<file path="src/rtl/etok_pkg.sv">
package etok_pkg;

    localparam int COUNT_BITS     = 32;
    localparam int QUEUE_DEPTH    = 4;
    localparam int QUEUE_IDX_BITS = $clog2(QUEUE_DEPTH);

    localparam logic [7:0] CHAR_NUL     = 8'h00;
    localparam logic [7:0] CHAR_TAB     = 8'h09;
    localparam logic [7:0] CHAR_NL      = 8'h0A;
    localparam logic [7:0] CHAR_CR      = 8'h0D;
    localparam logic [7:0] CHAR_SPACE   = 8'h20;
    localparam logic [7:0] CHAR_PERCENT = 8'h25;
    localparam logic [7:0] CHAR_LPAREN  = 8'h28;
    localparam logic [7:0] CHAR_RPAREN  = 8'h29;
    localparam logic [7:0] CHAR_STAR    = 8'h2A;
    localparam logic [7:0] CHAR_PLUS    = 8'h2B;
    localparam logic [7:0] CHAR_MINUS   = 8'h2D;
    localparam logic [7:0] CHAR_DOT     = 8'h2E;
    localparam logic [7:0] CHAR_SLASH   = 8'h2F;
    localparam logic [7:0] CHAR_ZERO    = 8'h30;
    localparam logic [7:0] CHAR_NINE    = 8'h39;
    localparam logic [7:0] CHAR_CARET   = 8'h5E;

    typedef enum logic [3:0] {
        KIND_NUMBER = 4'd0,
        KIND_LPAREN = 4'd1,
        KIND_RPAREN = 4'd2,
        KIND_EXP    = 4'd3,
        KIND_MUL    = 4'd4,
        KIND_DIV    = 4'd5,
        KIND_REM    = 4'd6,
        KIND_PLUS   = 4'd7,
        KIND_MINUS  = 4'd8,
        KIND_ROOT   = 4'd9,
        KIND_EOF    = 4'd10,
        KIND_ERROR  = 4'd11
    } kind_t;

    typedef enum logic [1:0] {
        ERR_NONE    = 2'd0,
        ERR_INVALID = 2'd1,
        ERR_PERIOD  = 2'd2
    } err_t;

    typedef enum logic [2:0] {
        MODE_IDLE     = 3'd0,
        MODE_INT      = 3'd1,
        MODE_INT_DOT  = 3'd2,
        MODE_FRAC     = 3'd3,
        MODE_FRAC_DOT = 3'd4,
        MODE_DOT      = 3'd5
    } mode_t;

    // classified source byte
    typedef struct packed {
        logic       is_digit;
        logic [3:0] digit;
        logic       is_dot;
        logic       is_slash;
        logic       is_ws;
        logic       is_nl;
        logic       is_nul;
        logic       is_op;
        kind_t      op_kind;
        logic       emits;     // produces a result when lexed from idle
    } cls_t;

endpackage

</file>
<file path="src/rtl/etok_front.sv">
module etok_front
(
    input  logic [7:0]    ch,
    output etok_pkg::cls_t cls
);
    import etok_pkg::*;

    logic invalid;

    always_comb
    begin
        cls          = '0;
        cls.op_kind  = KIND_NUMBER;
        cls.is_digit = (ch >= CHAR_ZERO) && (ch <= CHAR_NINE);
        cls.digit    = 4'(ch - CHAR_ZERO);
        cls.is_dot   = (ch == CHAR_DOT);
        cls.is_slash = (ch == CHAR_SLASH);
        cls.is_ws    = (ch == CHAR_SPACE) || (ch == CHAR_TAB) || (ch == CHAR_CR);
        cls.is_nl    = (ch == CHAR_NL);
        cls.is_nul   = (ch == CHAR_NUL);
        cls.is_op    = 1'b1;
        case (ch)
            CHAR_LPAREN:  cls.op_kind = KIND_LPAREN;
            CHAR_RPAREN:  cls.op_kind = KIND_RPAREN;
            CHAR_CARET:   cls.op_kind = KIND_EXP;
            CHAR_STAR:    cls.op_kind = KIND_MUL;
            CHAR_SLASH:   cls.op_kind = KIND_DIV;
            CHAR_PERCENT: cls.op_kind = KIND_REM;
            CHAR_PLUS:    cls.op_kind = KIND_PLUS;
            CHAR_MINUS:   cls.op_kind = KIND_MINUS;
            default:      cls.is_op   = 1'b0;
        endcase
        invalid   = !(cls.is_digit || cls.is_dot || cls.is_ws || cls.is_nl
                      || cls.is_nul || cls.is_op);
        cls.emits = cls.is_nul || cls.is_op || invalid;
    end

endmodule

</file>
<file path="src/rtl/etok_queue.sv">
module etok_queue
(
    input  logic           clk,
    input  logic           rst_n,
    input  logic           push,
    input  etok_pkg::cls_t push_data,
    output logic           full,
    input  logic           pop,
    output logic           head_valid,
    output etok_pkg::cls_t head
);
    import etok_pkg::*;

    cls_t                    mem [QUEUE_DEPTH];
    logic [QUEUE_IDX_BITS-1:0] wr_ptr_reg, wr_ptr_next;
    logic [QUEUE_IDX_BITS-1:0] rd_ptr_reg, rd_ptr_next;
    logic [QUEUE_IDX_BITS:0]   count_reg, count_next;

    assign full       = (count_reg == (QUEUE_IDX_BITS + 1)'(QUEUE_DEPTH));
    assign head_valid = (count_reg != '0);
    assign head       = mem[rd_ptr_reg];

    always_comb
    begin
        wr_ptr_next = push ? wr_ptr_reg + 1'b1 : wr_ptr_reg;
        rd_ptr_next = pop ? rd_ptr_reg + 1'b1 : rd_ptr_reg;
        count_next  = count_reg;
        if (push && !pop)
        begin
            count_next = count_reg + 1'b1;
        end
        else if (pop && !push)
        begin
            count_next = count_reg - 1'b1;
        end
    end

    always_ff @(posedge clk or negedge rst_n)
    begin
        if (!rst_n)
        begin
            wr_ptr_reg <= '0;
            rd_ptr_reg <= '0;
            count_reg  <= '0;
        end
        else
        begin
            wr_ptr_reg <= wr_ptr_next;
            rd_ptr_reg <= rd_ptr_next;
            count_reg  <= count_next;
        end
    end

    always_ff @(posedge clk)
    begin
        if (push)
        begin
            mem[wr_ptr_reg] <= push_data;
        end
    end

endmodule

</file>
<file path="src/rtl/etok_back.sv">
module etok_back
#(
    parameter int MANTISSA_BITS   = 48,
    parameter int MAX_FRAC_DIGITS = 15,
    parameter int LINE_BITS       = 24,
    parameter int COLUMN_BITS     = 16
)
(
    input  logic                                clk,
    input  logic                                rst_n,
    input  logic                                head_valid,
    input  etok_pkg::cls_t                      head,
    output logic                                pop,
    output logic                                tok_valid,
    input  logic                                tok_stall,
    output logic [3:0]                          kind,
    output logic [1:0]                          error_code,
    output logic [MANTISSA_BITS-1:0]            mantissa,
    output logic [3:0]                          frac_digits,
    output logic                                overflow,
    output logic [LINE_BITS-1:0]                line,
    output logic [COLUMN_BITS-1:0]              column,
    output logic [etok_pkg::COUNT_BITS-1:0]     token_count,
    output logic                                last
);
    import etok_pkg::*;

    typedef struct packed {
        mode_t                    mode;
        logic [MANTISSA_BITS-1:0] acc_mant;
        logic [3:0]               acc_frac;
        logic                     acc_ovf;
        logic [LINE_BITS-1:0]     cur_line;
        logic [COLUMN_BITS-1:0]   cur_col;
        logic [LINE_BITS-1:0]     start_line;
        logic [COLUMN_BITS-1:0]   start_col;
        logic [COLUMN_BITS-1:0]   dot_col;
        logic [COUNT_BITS-1:0]    count;
    } st_t;

    typedef struct packed {
        kind_t                    kind;
        err_t                     err;
        logic [MANTISSA_BITS-1:0] mant;
        logic [3:0]               frac;
        logic                     ovf;
        logic [LINE_BITS-1:0]     line;
        logic [COLUMN_BITS-1:0]   col;
        logic [COUNT_BITS-1:0]    count;
        logic                     last;
    } res_t;

    typedef struct packed {
        st_t  st;
        logic emit;
        res_t res;
    } step_t;

    function automatic st_t restart_st();
        st_t s;
        s            = '0;
        s.mode       = MODE_IDLE;
        s.cur_line   = LINE_BITS'(1);
        s.cur_col    = COLUMN_BITS'(1);
        s.start_line = LINE_BITS'(1);
        s.start_col  = COLUMN_BITS'(1);
        s.dot_col    = COLUMN_BITS'(1);
        return s;
    endfunction

    function automatic logic [COLUMN_BITS-1:0] col_inc(logic [COLUMN_BITS-1:0] c);
        return (c != {COLUMN_BITS{1'b1}}) ? c + 1'b1 : c;
    endfunction

    function automatic logic [COUNT_BITS-1:0] cnt_inc(logic [COUNT_BITS-1:0] c);
        return (c != {COUNT_BITS{1'b1}}) ? c + 1'b1 : c;
    endfunction

    function automatic res_t tok(kind_t k, err_t e, logic [LINE_BITS-1:0] ln,
                                 logic [COLUMN_BITS-1:0] cl, logic [COUNT_BITS-1:0] cnt);
        res_t r;
        r       = '0;
        r.kind  = k;
        r.err   = e;
        r.line  = ln;
        r.col   = cl;
        r.count = cnt;
        r.last  = 1'b1;
        return r;
    endfunction

    // acc * 10 + d, saturating
    function automatic st_t push_digit(st_t s, logic [3:0] d);
        st_t                      r;
        logic [MANTISSA_BITS+3:0] w;
        r = s;
        w = ({4'b0, s.acc_mant} << 3) + ({4'b0, s.acc_mant} << 1)
            + {{MANTISSA_BITS{1'b0}}, d};
        if (|w[MANTISSA_BITS+3:MANTISSA_BITS])
        begin
            r.acc_mant = {MANTISSA_BITS{1'b1}};
            r.acc_ovf  = 1'b1;
        end
        else
        begin
            r.acc_mant = w[MANTISSA_BITS-1:0];
        end
        return r;
    endfunction

    function automatic st_t push_frac(st_t s, logic [3:0] d);
        st_t r;
        r = s;
        if (s.acc_frac < 4'(MAX_FRAC_DIGITS))
        begin
            r          = push_digit(s, d);
            r.acc_frac = s.acc_frac + 1'b1;
        end
        return r;
    endfunction

    function automatic step_t idle_path(st_t s, cls_t c);
        step_t r;
        r         = '0;
        r.st      = s;
        r.st.mode = MODE_IDLE;
        if (c.is_nul)
        begin
            r.emit = 1'b1;
            r.res  = tok(KIND_EOF, ERR_NONE, s.cur_line, s.cur_col, cnt_inc(s.count));
            r.st   = restart_st();
        end
        else if (c.is_ws)
        begin
            r.st.cur_col = col_inc(s.cur_col);
        end
        else if (c.is_nl)
        begin
            if (s.cur_line != {LINE_BITS{1'b1}})
            begin
                r.st.cur_line = s.cur_line + 1'b1;
            end
            r.st.cur_col = COLUMN_BITS'(1);
        end
        else if (c.is_dot)
        begin
            r.st.start_line = s.cur_line;
            r.st.start_col  = s.cur_col;
            r.st.dot_col    = s.cur_col;
            r.st.acc_mant   = '0;
            r.st.acc_frac   = '0;
            r.st.acc_ovf    = 1'b0;
            r.st.cur_col    = col_inc(s.cur_col);
            r.st.mode       = MODE_DOT;
        end
        else if (c.is_op)
        begin
            r.emit       = 1'b1;
            r.res        = tok(c.op_kind, ERR_NONE, s.cur_line, s.cur_col,
                               cnt_inc(s.count));
            r.st.count   = cnt_inc(s.count);
            r.st.cur_col = col_inc(s.cur_col);
        end
        else if (c.is_digit)
        begin
            r.st.start_line = s.cur_line;
            r.st.start_col  = s.cur_col;
            r.st.acc_mant   = {{(MANTISSA_BITS-4){1'b0}}, c.digit};
            r.st.acc_frac   = '0;
            r.st.acc_ovf    = 1'b0;
            r.st.cur_col    = col_inc(s.cur_col);
            r.st.mode       = MODE_INT;
        end
        else
        begin
            r.emit = 1'b1;
            r.res  = tok(KIND_ERROR, ERR_INVALID, s.cur_line, s.cur_col,
                         cnt_inc(s.count));
            r.st   = restart_st();
        end
        return r;
    endfunction

    st_t   st_reg, st_next;
    res_t  res_reg, res_next;
    logic  out_valid_reg, out_valid_next;
    step_t step;
    step_t ip;
    st_t   base;
    res_t  num_res;
    logic  consume;
    logic  go;

    assign go = head_valid && (!out_valid_reg || !tok_stall);

    always_comb
    begin
        step         = '0;
        step.st      = st_reg;
        consume      = 1'b1;
        base         = st_reg;
        base.mode    = MODE_IDLE;
        base.count   = cnt_inc(st_reg.count);
        num_res      = tok(KIND_NUMBER, ERR_NONE, st_reg.start_line, st_reg.start_col,
                           cnt_inc(st_reg.count));
        num_res.mant = st_reg.acc_mant;
        num_res.frac = st_reg.acc_frac;
        num_res.ovf  = st_reg.acc_ovf;
        ip           = idle_path(st_reg, head);
        case (st_reg.mode)
            MODE_INT, MODE_FRAC:
            begin
                if (head.is_digit)
                begin
                    step.st = (st_reg.mode == MODE_INT) ? push_digit(st_reg, head.digit)
                                                        : push_frac(st_reg, head.digit);
                    step.st.cur_col = col_inc(st_reg.cur_col);
                end
                else if (head.is_dot)
                begin
                    step.st.dot_col = st_reg.cur_col;
                    step.st.cur_col = col_inc(st_reg.cur_col);
                    step.st.mode    = (st_reg.mode == MODE_INT) ? MODE_INT_DOT
                                                                : MODE_FRAC_DOT;
                end
                else
                begin
                    step.emit     = 1'b1;
                    step.res      = num_res;
                    step.res.last = !head.emits;
                    if (head.emits)
                    begin
                        step.st = base;
                        consume = 1'b0;
                    end
                    else
                    begin
                        ip      = idle_path(base, head);
                        step.st = ip.st;
                    end
                end
            end
            MODE_INT_DOT, MODE_FRAC_DOT, MODE_DOT:
            begin
                if (head.is_slash)
                begin
                    step.emit = 1'b1;
                    if (st_reg.mode != MODE_DOT)
                    begin
                        step.res.last = 1'b0;
                        step.res      = num_res;
                        step.res.last = 1'b0;
                        step.st       = base;
                        step.st.mode  = MODE_DOT;
                        consume       = 1'b0;
                    end
                    else
                    begin
                        step.res        = tok(KIND_ROOT, ERR_NONE, st_reg.cur_line,
                                              st_reg.dot_col, cnt_inc(st_reg.count));
                        step.st         = base;
                        step.st.cur_col = col_inc(st_reg.cur_col);
                    end
                end
                else if (head.is_digit && (st_reg.mode != MODE_FRAC_DOT))
                begin
                    step.st         = push_frac(st_reg, head.digit);
                    step.st.cur_col = col_inc(st_reg.cur_col);
                    step.st.mode    = MODE_FRAC;
                end
                else
                begin
                    step.emit     = 1'b1;
                    step.res      = tok(KIND_ERROR, ERR_PERIOD, st_reg.cur_line,
                                        st_reg.dot_col, cnt_inc(st_reg.count));
                    step.res.last = !head.emits;
                    if (head.emits)
                    begin
                        step.st = restart_st();
                        consume = 1'b0;
                    end
                    else
                    begin
                        ip      = idle_path(restart_st(), head);
                        step.st = ip.st;
                    end
                end
            end
            default:
            begin
                step = ip;
            end
        endcase
    end

    always_comb
    begin
        st_next        = st_reg;
        res_next       = res_reg;
        out_valid_next = out_valid_reg && tok_stall;
        pop            = 1'b0;
        if (go)
        begin
            st_next = step.st;
            pop     = consume;
            if (step.emit)
            begin
                res_next       = step.res;
                out_valid_next = 1'b1;
            end
        end
    end

    always_ff @(posedge clk or negedge rst_n)
    begin
        if (!rst_n)
        begin
            st_reg        <= restart_st();
            out_valid_reg <= 1'b0;
        end
        else
        begin
            st_reg        <= st_next;
            out_valid_reg <= out_valid_next;
        end
    end

    always_ff @(posedge clk)
    begin
        res_reg <= res_next;
    end

    assign tok_valid   = out_valid_reg;
    assign kind        = res_reg.kind;
    assign error_code  = res_reg.err;
    assign mantissa    = res_reg.mant;
    assign frac_digits = res_reg.frac;
    assign overflow    = res_reg.ovf;
    assign line        = res_reg.line;
    assign column      = res_reg.col;
    assign token_count = res_reg.count;
    assign last        = res_reg.last;

endmodule

</file>
<file path="src/rtl/expression_tokenizer_top.sv">
// Streaming lexer for arithmetic expressions: one source byte per transfer on ch (0 ends the
// source), tokens out with start line/column and a running count. A byte enters a
// four-entry queue and its tokens leave through a result register. One byte is consumed
// per cycle unless tok_stall holds a waiting result; the only other exceptions are a number
// ended by an operator, NUL or invalid byte, a number followed by "./", and a misplaced
// period followed by such a byte, which stay at the queue head for a second token because
// the single result register delivers one token per cycle. Results hold while tok_stall is high.
module expression_tokenizer_top
#(
    parameter int MANTISSA_BITS   = 48,
    parameter int MAX_FRAC_DIGITS = 15,
    parameter int LINE_BITS       = 24,
    parameter int COLUMN_BITS     = 16
)
(
    input  logic                            clk,
    input  logic                            rst_n,
    input  logic [7:0]                      ch,
    input  logic                            ch_valid,
    output logic                            ch_stall,
    output logic                            tok_valid,
    input  logic                            tok_stall,
    output logic [3:0]                      kind,
    output logic [1:0]                      error_code,
    output logic [MANTISSA_BITS-1:0]        mantissa,
    output logic [3:0]                      frac_digits,
    output logic                            overflow,
    output logic [LINE_BITS-1:0]            line,
    output logic [COLUMN_BITS-1:0]          column,
    output logic [etok_pkg::COUNT_BITS-1:0] token_count,
    output logic                            last
);
    import etok_pkg::*;

    cls_t cls;
    cls_t head;
    logic full;
    logic head_valid;
    logic pop;

    assign ch_stall = full;

    etok_front u_front
    (
        .ch  (ch),
        .cls (cls)
    );

    etok_queue u_queue
    (
        .clk        (clk),
        .rst_n      (rst_n),
        .push       (ch_valid && !full),
        .push_data  (cls),
        .full       (full),
        .pop        (pop),
        .head_valid (head_valid),
        .head       (head)
    );

    etok_back
    #(
        .MANTISSA_BITS   (MANTISSA_BITS),
        .MAX_FRAC_DIGITS (MAX_FRAC_DIGITS),
        .LINE_BITS       (LINE_BITS),
        .COLUMN_BITS     (COLUMN_BITS)
    )
    u_back
    (
        .clk         (clk),
        .rst_n       (rst_n),
        .head_valid  (head_valid),
        .head        (head),
        .pop         (pop),
        .tok_valid   (tok_valid),
        .tok_stall   (tok_stall),
        .kind        (kind),
        .error_code  (error_code),
        .mantissa    (mantissa),
        .frac_digits (frac_digits),
        .overflow    (overflow),
        .line        (line),
        .column      (column),
        .token_count (token_count),
        .last        (last)
    );

endmodule

</file>
<file path="config.mk">
export PLATFORM = sky130hd
export DESIGN_NAME = expression_tokenizer_top
export DESIGN_NICKNAME = d
export VERILOG_FILES = /design/src/rtl/etok_pkg.sv /design/src/rtl/etok_front.sv /design/src/rtl/etok_queue.sv /design/src/rtl/etok_back.sv /design/src/rtl/expression_tokenizer_top.sv
export SDC_FILE = /design/constraint.sdc
export NUM_CORES = 1
export LEC_CHECK = 0
export BUFFER_PORTS_ARGS = -buffer_cell sky130_fd_sc_hd__buf_2
export CORE_UTILIZATION = 28
export DETAILED_ROUTE_END_ITERATION = 16
export MAX_ROUTING_LAYER = met4
export SYNTH_ARGS = -nofsm -noshare
export SYNTH_HDL_FRONTEND = slang
export SYNTH_HIERARCHICAL = 1
export SYNTH_SLANG_ARGS = --single-unit
export TNS_END_PERCENT = 10
</file>
<file path="constraint.sdc">
create_clock -name clk -period 7.3 [get_ports clk]
set_input_delay 0 -clock clk [delete_from_list [all_inputs] [get_ports clk]]
set_output_delay 0 -clock clk [all_outputs]
set_load 0.02 [all_outputs]
</file>
==> results.yml, run 1 <==
run_status:
  outcome: "completed"
critical_path:
  crit_type: "reg2reg"
  end_kind: "flop"
  r2r_cells: 16
  arrival_ps: 6040
  crit_buf_inv: 3
  cp_cell_sequence: "buf_4 -> mux4_1 -> inv_1 -> fa_1 -> fa_1 -> nor2b_1 -> o211ai_1 -> a31oi_1 -> a41oi_1 -> o32ai_1 -> a21oi_1 -> a31oi_1 -> o211ai_1 -> o21ai_2 -> buf_12 -> o211ai_1"
  startpoint_type: "flop"
  critPathMaxStageDelay_ps: 660
  critical_path_required_ps: 7720
  worst_path_max_delay_cell: "o21ai_2"
  startpoint: "u_queue/rd_ptr_reg[0]"
  path_max_fanout: 29
  reg2reg_slack_ps: 1680
  r2r-end: "u_back/base[155]"
  worstSetupEndpoint: "u_back/base[155]"
  r2r_start: "u_queue/rd_ptr_reg[0]"
  critPathTopFamily: "compound AO/OA/AOI/OAI gates"
  cp.depth: 16
  cp_common_cell: "o211ai_1"
job:
  maxCapViolCount: 0
synthesis:
  yosysMostFrequentCell: "nand2_1"
  ys.flop_type: "edfxtp_1"
  async_reset_ff_share_pct: 49.5
  synth_cell_types: 100
  synth_commonest_cells: "nand2_1 (312), edfxtp_1 (196), dfrtp_1 (187)"
  synth.area.top_cells: "edfxtp_1 (26%), dfrtp_1 (21%), ha_1 (5.8%)"
  ys_warn_count: 6
  syn_area_per_cell_um2: 9.82
  seq_area_frac_synth_pct: 46.9
  synthesis.area_um2: 22800
  synthesis.nets: 2444
  yosys.area.top_type_share_pct: 25.8
  synth_seq_cells: 388
  synth_edf_count: 196
  postSynthCellCount: 2324
  synth_top_area_cell: "edfxtp_1"
floorplan:
  start_util_pct: 28.3
  std_cell_rows: 104
  die_w_um: 287
  die-area_um2: 82600
  ioPinCount: 146
  core_um2: 80500
  die-height_um: 287
timing:
  slew_viol_final: 0
  rsz0062_at_grt: "false"
  finalCritPeriodShare_pct: 77.0
  max_slew_margin_pct: 18.0
  finalSetupTns_ps: 0
  tightest_slew_ps: 1230
  fmax_mhz: 178
  hold_ws_ps: 68.7
  setup_viol: 0
  hold_viol_final: 0
  period_needed_ps: 5620
  clock_skew_ps: 45.2
grt:
  grt_pass1_vias: 17600
  track_usage_pct: 16.1
  grt_pass1_wl_mm: 103
  antenna_found_initial: 2
  overflow: 0
  grt_max_degree: 90
route:
  drt-pass1-iter-count: 6
  totalWireLength_mm: 65.8
  viasPerCell: 5.30
  drc_errors: 0
  ant_nets: 0
  wl_per_cell_um: 18.7
  initialDrtViolationCount: 1668
  vias: 18600
final_layout:
  drive_gt1_share_pct: 12.3
  largest_register_ff_count: 149
  areaGrowthSynthToFinish_pct: 14.4
  nets: 2534
  antenna_cells: 0
worst_hold_path:
  worstHoldPathType: "in2async"
placement:
  io_buffers: 145
  dp.final_hpwl_mm: 46.0
  gp_congestion: 0.956
clock_tree:
  ctsHoldBuffers: 12
  htree_levels: 2
  clkLatencyLatePin_ps: 610
  cts-root-buf: "clkbuf_16"
  path_clk_slew_ps: 70
  cts_resized: 0
  cts_tree: "built"
  clock_path_buffers: 3
  clock_sinks: 388
  numCtsBuffers: 43
  post_cts_buffers: 0
## logic make-up (layout without fill, tap and decap cells)
logic type / count (synthesis) / count (layout) / share of synthesized area, %
flops: 388 / 388 / 46.9
fa+ha+maj: 108 / 108 / 6.02
mux: 28 / 28 / 2.25
buf+inv: 197 / 322 / 3.65
simple gates: 923 / 923 / 20.4
xor+xnor: 91 / 91 / 3.49
compound gates: 589 / 589 / 17.3
## metal layers
layer,up-vias,global-route usage (%),wire (µm)
met5,-,-,0
met4,0,5.45,2190
met3,127,2.42,3990
met2,655,25.2,30500
met1,9002,21.0,29100
li1,8814,-,-
## layout by cell type, fill, tap and decap left out, types with 12 or more instances in the layout
master | Yosys | layout
xor2_1 | 47 | 47
a31oi_1 | 30 | 30
a22oi_1 | 32 | 32
and4_1 | 17 | 17
nand3_1 | 66 | 66
clkbuf_16 | 0 | 43
ha_1 | 105 | 105
and3_1 | 29 | 29
inv_1 | 57 | 57
a222oi_1 | 16 | 16
nor4_1 | 19 | 17
nor2b_1 | 19 | 19
nand2_1 | 312 | 311
nand4_1 | 39 | 39
dlygate4sd3_1 | 0 | 12
edfxtp_1 | 196 | 196
o21ai_0 | 151 | 151
a21oi_1 | 110 | 110
o31ai_1 | 14 | 14
nor2_1 | 180 | 179
and2_1 | 78 | 78
nand2b_1 | 23 | 21
a211oi_1 | 18 | 18
a21o_1 | 40 | 40
o211ai_1 | 25 | 25
nor3_1 | 51 | 51
or3_1 | 22 | 22
dfrtp_1 | 187 | 187
buf_2 | 15 | 144
xnor2_1 | 44 | 44
buf_4 | 11 | 23
a22o_1 | 27 | 27
## final cells by class
type / count / area, µm²
Clock buffer: 53 / 1140
Clock inverter: 27 / 309
Fill cell: 8249 / 54500
Inverter: 60 / 230
Multi-Input combinational cell: 1739 / 11300
Sequential cell: 388 / 10700
Tap cell: 1060 / 1330
Timing Repair Buffer: 182 / 1070
## stage by stage
| step | instance area [µm²] | setup WS, ps | utilization [%] | instances |
|---|---|---|---|---|
| floorplan | 22800 | 152 | - | 2324 |
| global placement | 24500 | 1880 | 30.4 | 3417 |
| detailed placement | 24500 | 1710 | 30.4 | 3417 |
| CTS | 26100 | 1660 | 32.4 | 3509 |
| global route | 26100 | 1260 | 32.4 | 3509 |
| finish | 26100 | 1680 | 32.4 | 3509 |
## worst min path at each step
stage,start,to,slack (ps),cells past startpoint
2_1_floorplan,rst_n,u_back/base[100],-300,0
3_3_place_gp,rst_n,u_back/base[151],140,1
3_5_place_dp,rst_n,u_back/base[151],130,1
4_1_cts,rst_n,u_back/base[171],80,2
5_1_grt,rst_n,u_back/base[135],150,2
6_report,rst_n,u_back/base[135],70,2
Power of run 1 is not shown: default switching activity piles up to over one toggle a cycle in this logic, so the estimate is an artifact.
==> run 2, diff against run 1 <==
Clock period 7.3 ns to 5 ns, I/O delays scaled along.
==> run 2 against run 1 <==
Against the previous run: final area increased by 1.6%; worst setup slack got worse by 1300 ps; critical path depth unchanged; clock skew decreased by 5.7 ps; hold slack got worse by 22 ps; global-route usage about the same; non-clock buffer count increased by 39; flip-flop and latch count unchanged; critical endpoint is now u_back/base[172].
==> results.yml, run 2 (synthesized netlist as in run 1, its figures left out) <==
run_status:
  outcome: "completed"
clock_tree:
  clock_path_buffers: 3
  cts_tree: "built"
  clock_sinks: 388
  clkLatencyLatePin_ps: 610
  numCtsBuffers: 42
  path_clk_slew_ps: 70
  cts-root-buf: "clkbuf_16"
  htree_levels: 2
final_layout:
  fin_util_pct: 32.9
  n_fill_cell: 8179
  regArea_um2: 10700
  final_cell_mix: "nand2_1 (311), edfxtp_1 (196), dfrtp_1 (187)"
  drive_gt1_share_pct: 13.6
  final_area_um2: 26500
  largest_register_ff_count: 149
  multi_input_area_um2: 11300
  nets: 2572
  final_common_cell: "nand2_1"
  areaGrowthSynthToFinish_pct: 16.1
timing:
  fmax_mhz: 216
  setup_viol: 0
  finalCritPeriodShare_pct: 92.8
  max_slew_margin_pct: 26.8
  period_needed_ps: 4640
  slew_viol_final: 0
  hold_viol_final: 0
  finalSetupTns_ps: 0
  rsz0062_at_grt: "false"
  setup_ws_ps: 361
  tightest_slew_ps: 1090
  clock_skew_ps: 39.5
critical_path:
  path_max_fanout: 30
  crit_type: "reg2reg"
  cp_common_cell: "o211ai_1"
  cp_cell_sequence: "mux4_1 -> inv_1 -> fa_1 -> fa_1 -> nor2b_1 -> o211ai_1 -> a31oi_1 -> a41oi_1 -> o32ai_2 -> a21oi_1 -> a31oi_1 -> o211ai_1 -> buf_4 -> o21ai_2 -> buf_12 -> o211ai_1"
  critical_path_required_ps: 5450
  critPathTopFamily: "compound AO/OA/AOI/OAI gates"
  crit_buf_inv: 3
  worst_path_max_delay_cell: "mux4_1"
  arrival_ps: 5090
  end_kind: "flop"
  critPathMaxStageDelay_ps: 620
  startpoint_type: "flop"
floorplan:
  core_um2: 80500
  die-height_um: 287
  die_w_um: 287
  std_cell_rows: 104
  ioPinCount: 146
  start_util_pct: 28.3
  die-area_um2: 82600
worst_hold_path:
  worstHoldPathType: "in2async"
route:
  totalWireLength_mm: 65.6
  vias: 18700
  drt-pass1-iter-count: 8
  viasPerCell: 5.28
  drc_errors: 0
  initialDrtViolationCount: 1543
  wl_per_cell_um: 18.5
  ant_nets: 0
grt:
  antenna_found_initial: 3
  overflow: 0
  grt_pass1_vias: 17800
  grt_max_degree: 115
  track_usage_pct: 16.1
  grt_pass1_wl_mm: 103
placement:
  dp.final_hpwl_mm: 46.6
  gp_congestion: 0.962
  pre_cts_slack_ps: 118
  io_buffers: 145
  place_area_um2: 24800
job:
  maxCapViolCount: 0
## run 2: worst paths after layout
check | startpoint | end | slack [ps] | depth (start not counted)
max in group asynchronous | rst_n | u_back/base[37] | 3860 | 3
min reg2reg | u_back/base[79] | u_back/base[79] | 480 | 2
max reg2reg | u_queue/rd_ptr_reg[0] | u_back/base[172] | 360 | 16
min in group clk | tok_stall | u_back/tok_valid | 340 | 4
min | rst_n | u_back/base[154] | 50 | 2
max | u_queue/rd_ptr_reg[0] | u_back/base[172] | 360 | 16
## run 2: area by class of cell
class                      instances  area share [%]
antenna                            2          0.0189
clock buffer                      51            4.17
clock inverter                    27            1.57
inverter                          60           0.869
multi-input combinational       1739            42.7
sequential                       388            40.4
tap                             1060            5.00
timing repair buffer             221            5.27
## run 2: stage by stage
stage / hold slack (ps) / cells
global placement: 127 / 3453
global route: 109 / 3548
finish: 46.8 / 3548
floorplan: -296 / 2324
detailed placement: 128 / 3453
CTS: 56.9 / 3543
## run 2: repair_timing
item,4_1_cts,5_1_grt
setup endpoints to repair,0,49
gates resized for setup,0,1
hold buffers,12,0
endpoints found under the hold margin,125,0
buffers inserted,0,3
## run 2: layer usage
layer	up-vias	track usage [%]	wire, µm
met5	-	-	0
met4	0	5.70	2260
met3	129	2.82	4050
met2	598	25.0	30200
met1	9091	20.8	29100
li1	8908	-	-
Power of run 2 is left out for the same reason.
==> run 3, diff against run 2 <==
Settings changed: CORE_UTILIZATION 28 to 54, PLACE_DENSITY from default to 0.75, REMOVE_ABC_BUFFERS from default to 1.
==> run 3 against run 2 <==
Against the previous run: hold slack got worse by 14 ps; global-route usage up 14 points; final area shrank 3.3%; sequential share of layout area grew 1.4 points; non-clock buffer count fell by 7; core utilization grew 29 points; cell count is 15% lower; clock skew down 16 ps; wire length decreased by 4.1%; worst setup slack got worse by 62 ps; largest cell class unchanged.
==> results.yml, run 3 (synthesized netlist as in run 1, its figures left out) <==
route:
  drc_errors: 0
  wl_per_cell_um: 20.9
  ant_nets: 0
  initialDrtViolationCount: 1938
  drt-pass1-iter-count: 6
  viasPerCell: 6.35
  vias: 19100
  totalWireLength_mm: 62.9
clock_tree:
  clkLatencyLatePin_ps: 600
  path_clk_slew_ps: 60
  htree_levels: 2
  clock_path_buffers: 3
  numCtsBuffers: 42
  cts-root-buf: "clkbuf_16"
  clock_sinks: 388
  cts_tree: "built"
floorplan:
  start_util_pct: 55.3
  core_um2: 41300
  die_w_um: 208
  die-area_um2: 43100
  std_cell_rows: 74
  die-height_um: 208
  ioPinCount: 146
timing:
  setup_viol: 0
  period_needed_ps: 4700
  clock_skew_ps: 23.9
  hold_viol_final: 0
  slew_viol_final: 0
  finalCritPeriodShare_pct: 94.0
  max_slew_margin_pct: 35.7
  tightest_slew_ps: 960
  rsz0062_at_grt: "false"
  setup_ws_ps: 299
  hold_ws_ps: 32.6
  fmax_mhz: 213
grt:
  grt_use_met3_pct: 4.54
  top_usage_layer: "met2"
  overflow: 0
  gr-usage-met2_pct: 47.4
  grt_pass1_vias: 18500
  grt_pass1_wl_mm: 101
  track_usage_pct: 30.1
  antenna_found_initial: 0
  grt_max_degree: 96
  grt_use_met1_pct: 40.5
placement:
  gp_congestion: 0.978
  io_buffers: 145
  pre_cts_slack_ps: 89.1
  dp.final_hpwl_mm: 43.6
final_layout:
  drive_gt1_share_pct: 12.9
  largest_register_ff_count: 149
  nets: 2565
  antenna_cells: 0
  final_cell_mix: "nand2_1 (311), edfxtp_1 (196), dfrtp_1 (187)"
  n_fill_cell: 3371
  areaGrowthSynthToFinish_pct: 12.3
  final_common_cell: "nand2_1"
critical_path:
  cp_cell_sequence: "nand4_4 -> nor4_4 -> nand4_1 -> xnor2_1 -> inv_1 -> ha_1 -> nand2_1 -> or4_1 -> nor4_2 -> and4_1 -> buf_4 -> nor3_1 -> xor2_1 -> o311ai_0"
  worst_path_max_delay_cell: "dfrtp_1"
  r2r_start: "u_back/st_reg[7]"
  crit_buf_inv: 2
  reg2reg_slack_ps: 300
  critPathMaxStageDelay_ps: 690
  end_kind: "flop"
  critical_path_required_ps: 5480
  r2r_cells: 14
  critPathTopFamily: "simple AND/OR/NAND/NOR gates"
  startpoint_type: "flop"
  crit_type: "reg2reg"
  r2r-end: "u_back/st_reg[4]"
  path_max_fanout: 12
  arrival_ps: 5180
job:
  maxCapViolCount: 0
worst_hold_path:
  worstHoldPathType: "in2async"
run_status:
  outcome: "completed"
[run 3: changes by cell type in the layout (fill, tap and decap cells not counted), moves of 2 or more]
| cell | change |
|---|---|
| buf_12 | -3 |
| bufinv_16 | -3 |
| clkbuf_1 | +9 |
| clkinv_2 | +2 |
| clkinvlp_4 | -8 |
| diode_2 | -2 |
| clkinv_1 | +3 |
| buf_4 | -4 |
| clkinv_4 | -2 |
[run 3: worst max-delay path by stage]
stage	from	endpoint	slack (ps)	cells after the start
floorplan	u_queue/rd_ptr_reg[0]	u_back/st_reg[25]	-3720	9
global placement	u_queue/rd_ptr_reg[0]	u_back/base[135]	260	15
detailed placement	u_queue/rd_ptr_reg[0]	u_back/base[168]	90	15
CTS	u_queue/rd_ptr_reg[0]	u_back/base[168]	80	15
global route	u_queue/rd_ptr_reg[0]	u_back/base[177]	30	15
finish	u_back/st_reg[7]	u_back/st_reg[4]	300	14
[run 3: layout make-up]
class / instances / area (µm²) / share of cell area [%]
Clock inverter: 17 / 231 / 0.904
Tap cell: 532 / 666 / 2.60
Multi-Input combinational cell: 1739 / 11300 / 44.2
Sequential cell: 388 / 10700 / 41.8
Inverter: 60 / 230 / 0.899
Timing Repair Buffer: 214 / 1310 / 5.10
Clock buffer: 61 / 1150 / 4.50
[run 3: timing repair]
item / 4_1_cts / 5_1_grt
hold endpoints to repair: 135 / 0
hold buffers: 12 / 0
resized for setup: 0 / 3
endpoints found under the setup margin: 0 / 48
setup buffers: 0 / 0
[run 3: worst register-to-register path, cell delays in order (launching register included)]
cell and delay (ps):
dfrtp_1 690, nand4_4 250, nor4_4 330, nand4_1 300
xnor2_1 270, inv_1 110, ha_1 210, nand2_1 60
or4_1 600, nor4_2 530, and4_1 460, buf_4 220
nor3_1 70, xor2_1 140, o311ai_0 350
[run 3: stage by stage]
step	TNS, ps	utilization (%)	instances	area, µm²
6_report	0	62.0	3011	25600
5_1_grt	0	62.0	3011	25600
4_1_cts	0	62.0	3011	25600
3_5_place_dp	0	58.3	2921	24100
3_3_place_gp	0	58.3	2921	24100
2_1_floorplan	-557180	-	2187	22200
[run 3: layer usage]
layer | vias to the layer above | routed length, µm | share of wire (%)
li1 | 8855 | - | -
met1 | 9289 | 26800 | 43
met2 | 839 | 29900 | 48
met3 | 130 | 4540 | 7.2
met4 | 0 | 1640 | 2.6
met5 | - | 0 | 0
Power of run 3 is left out for the same reason.
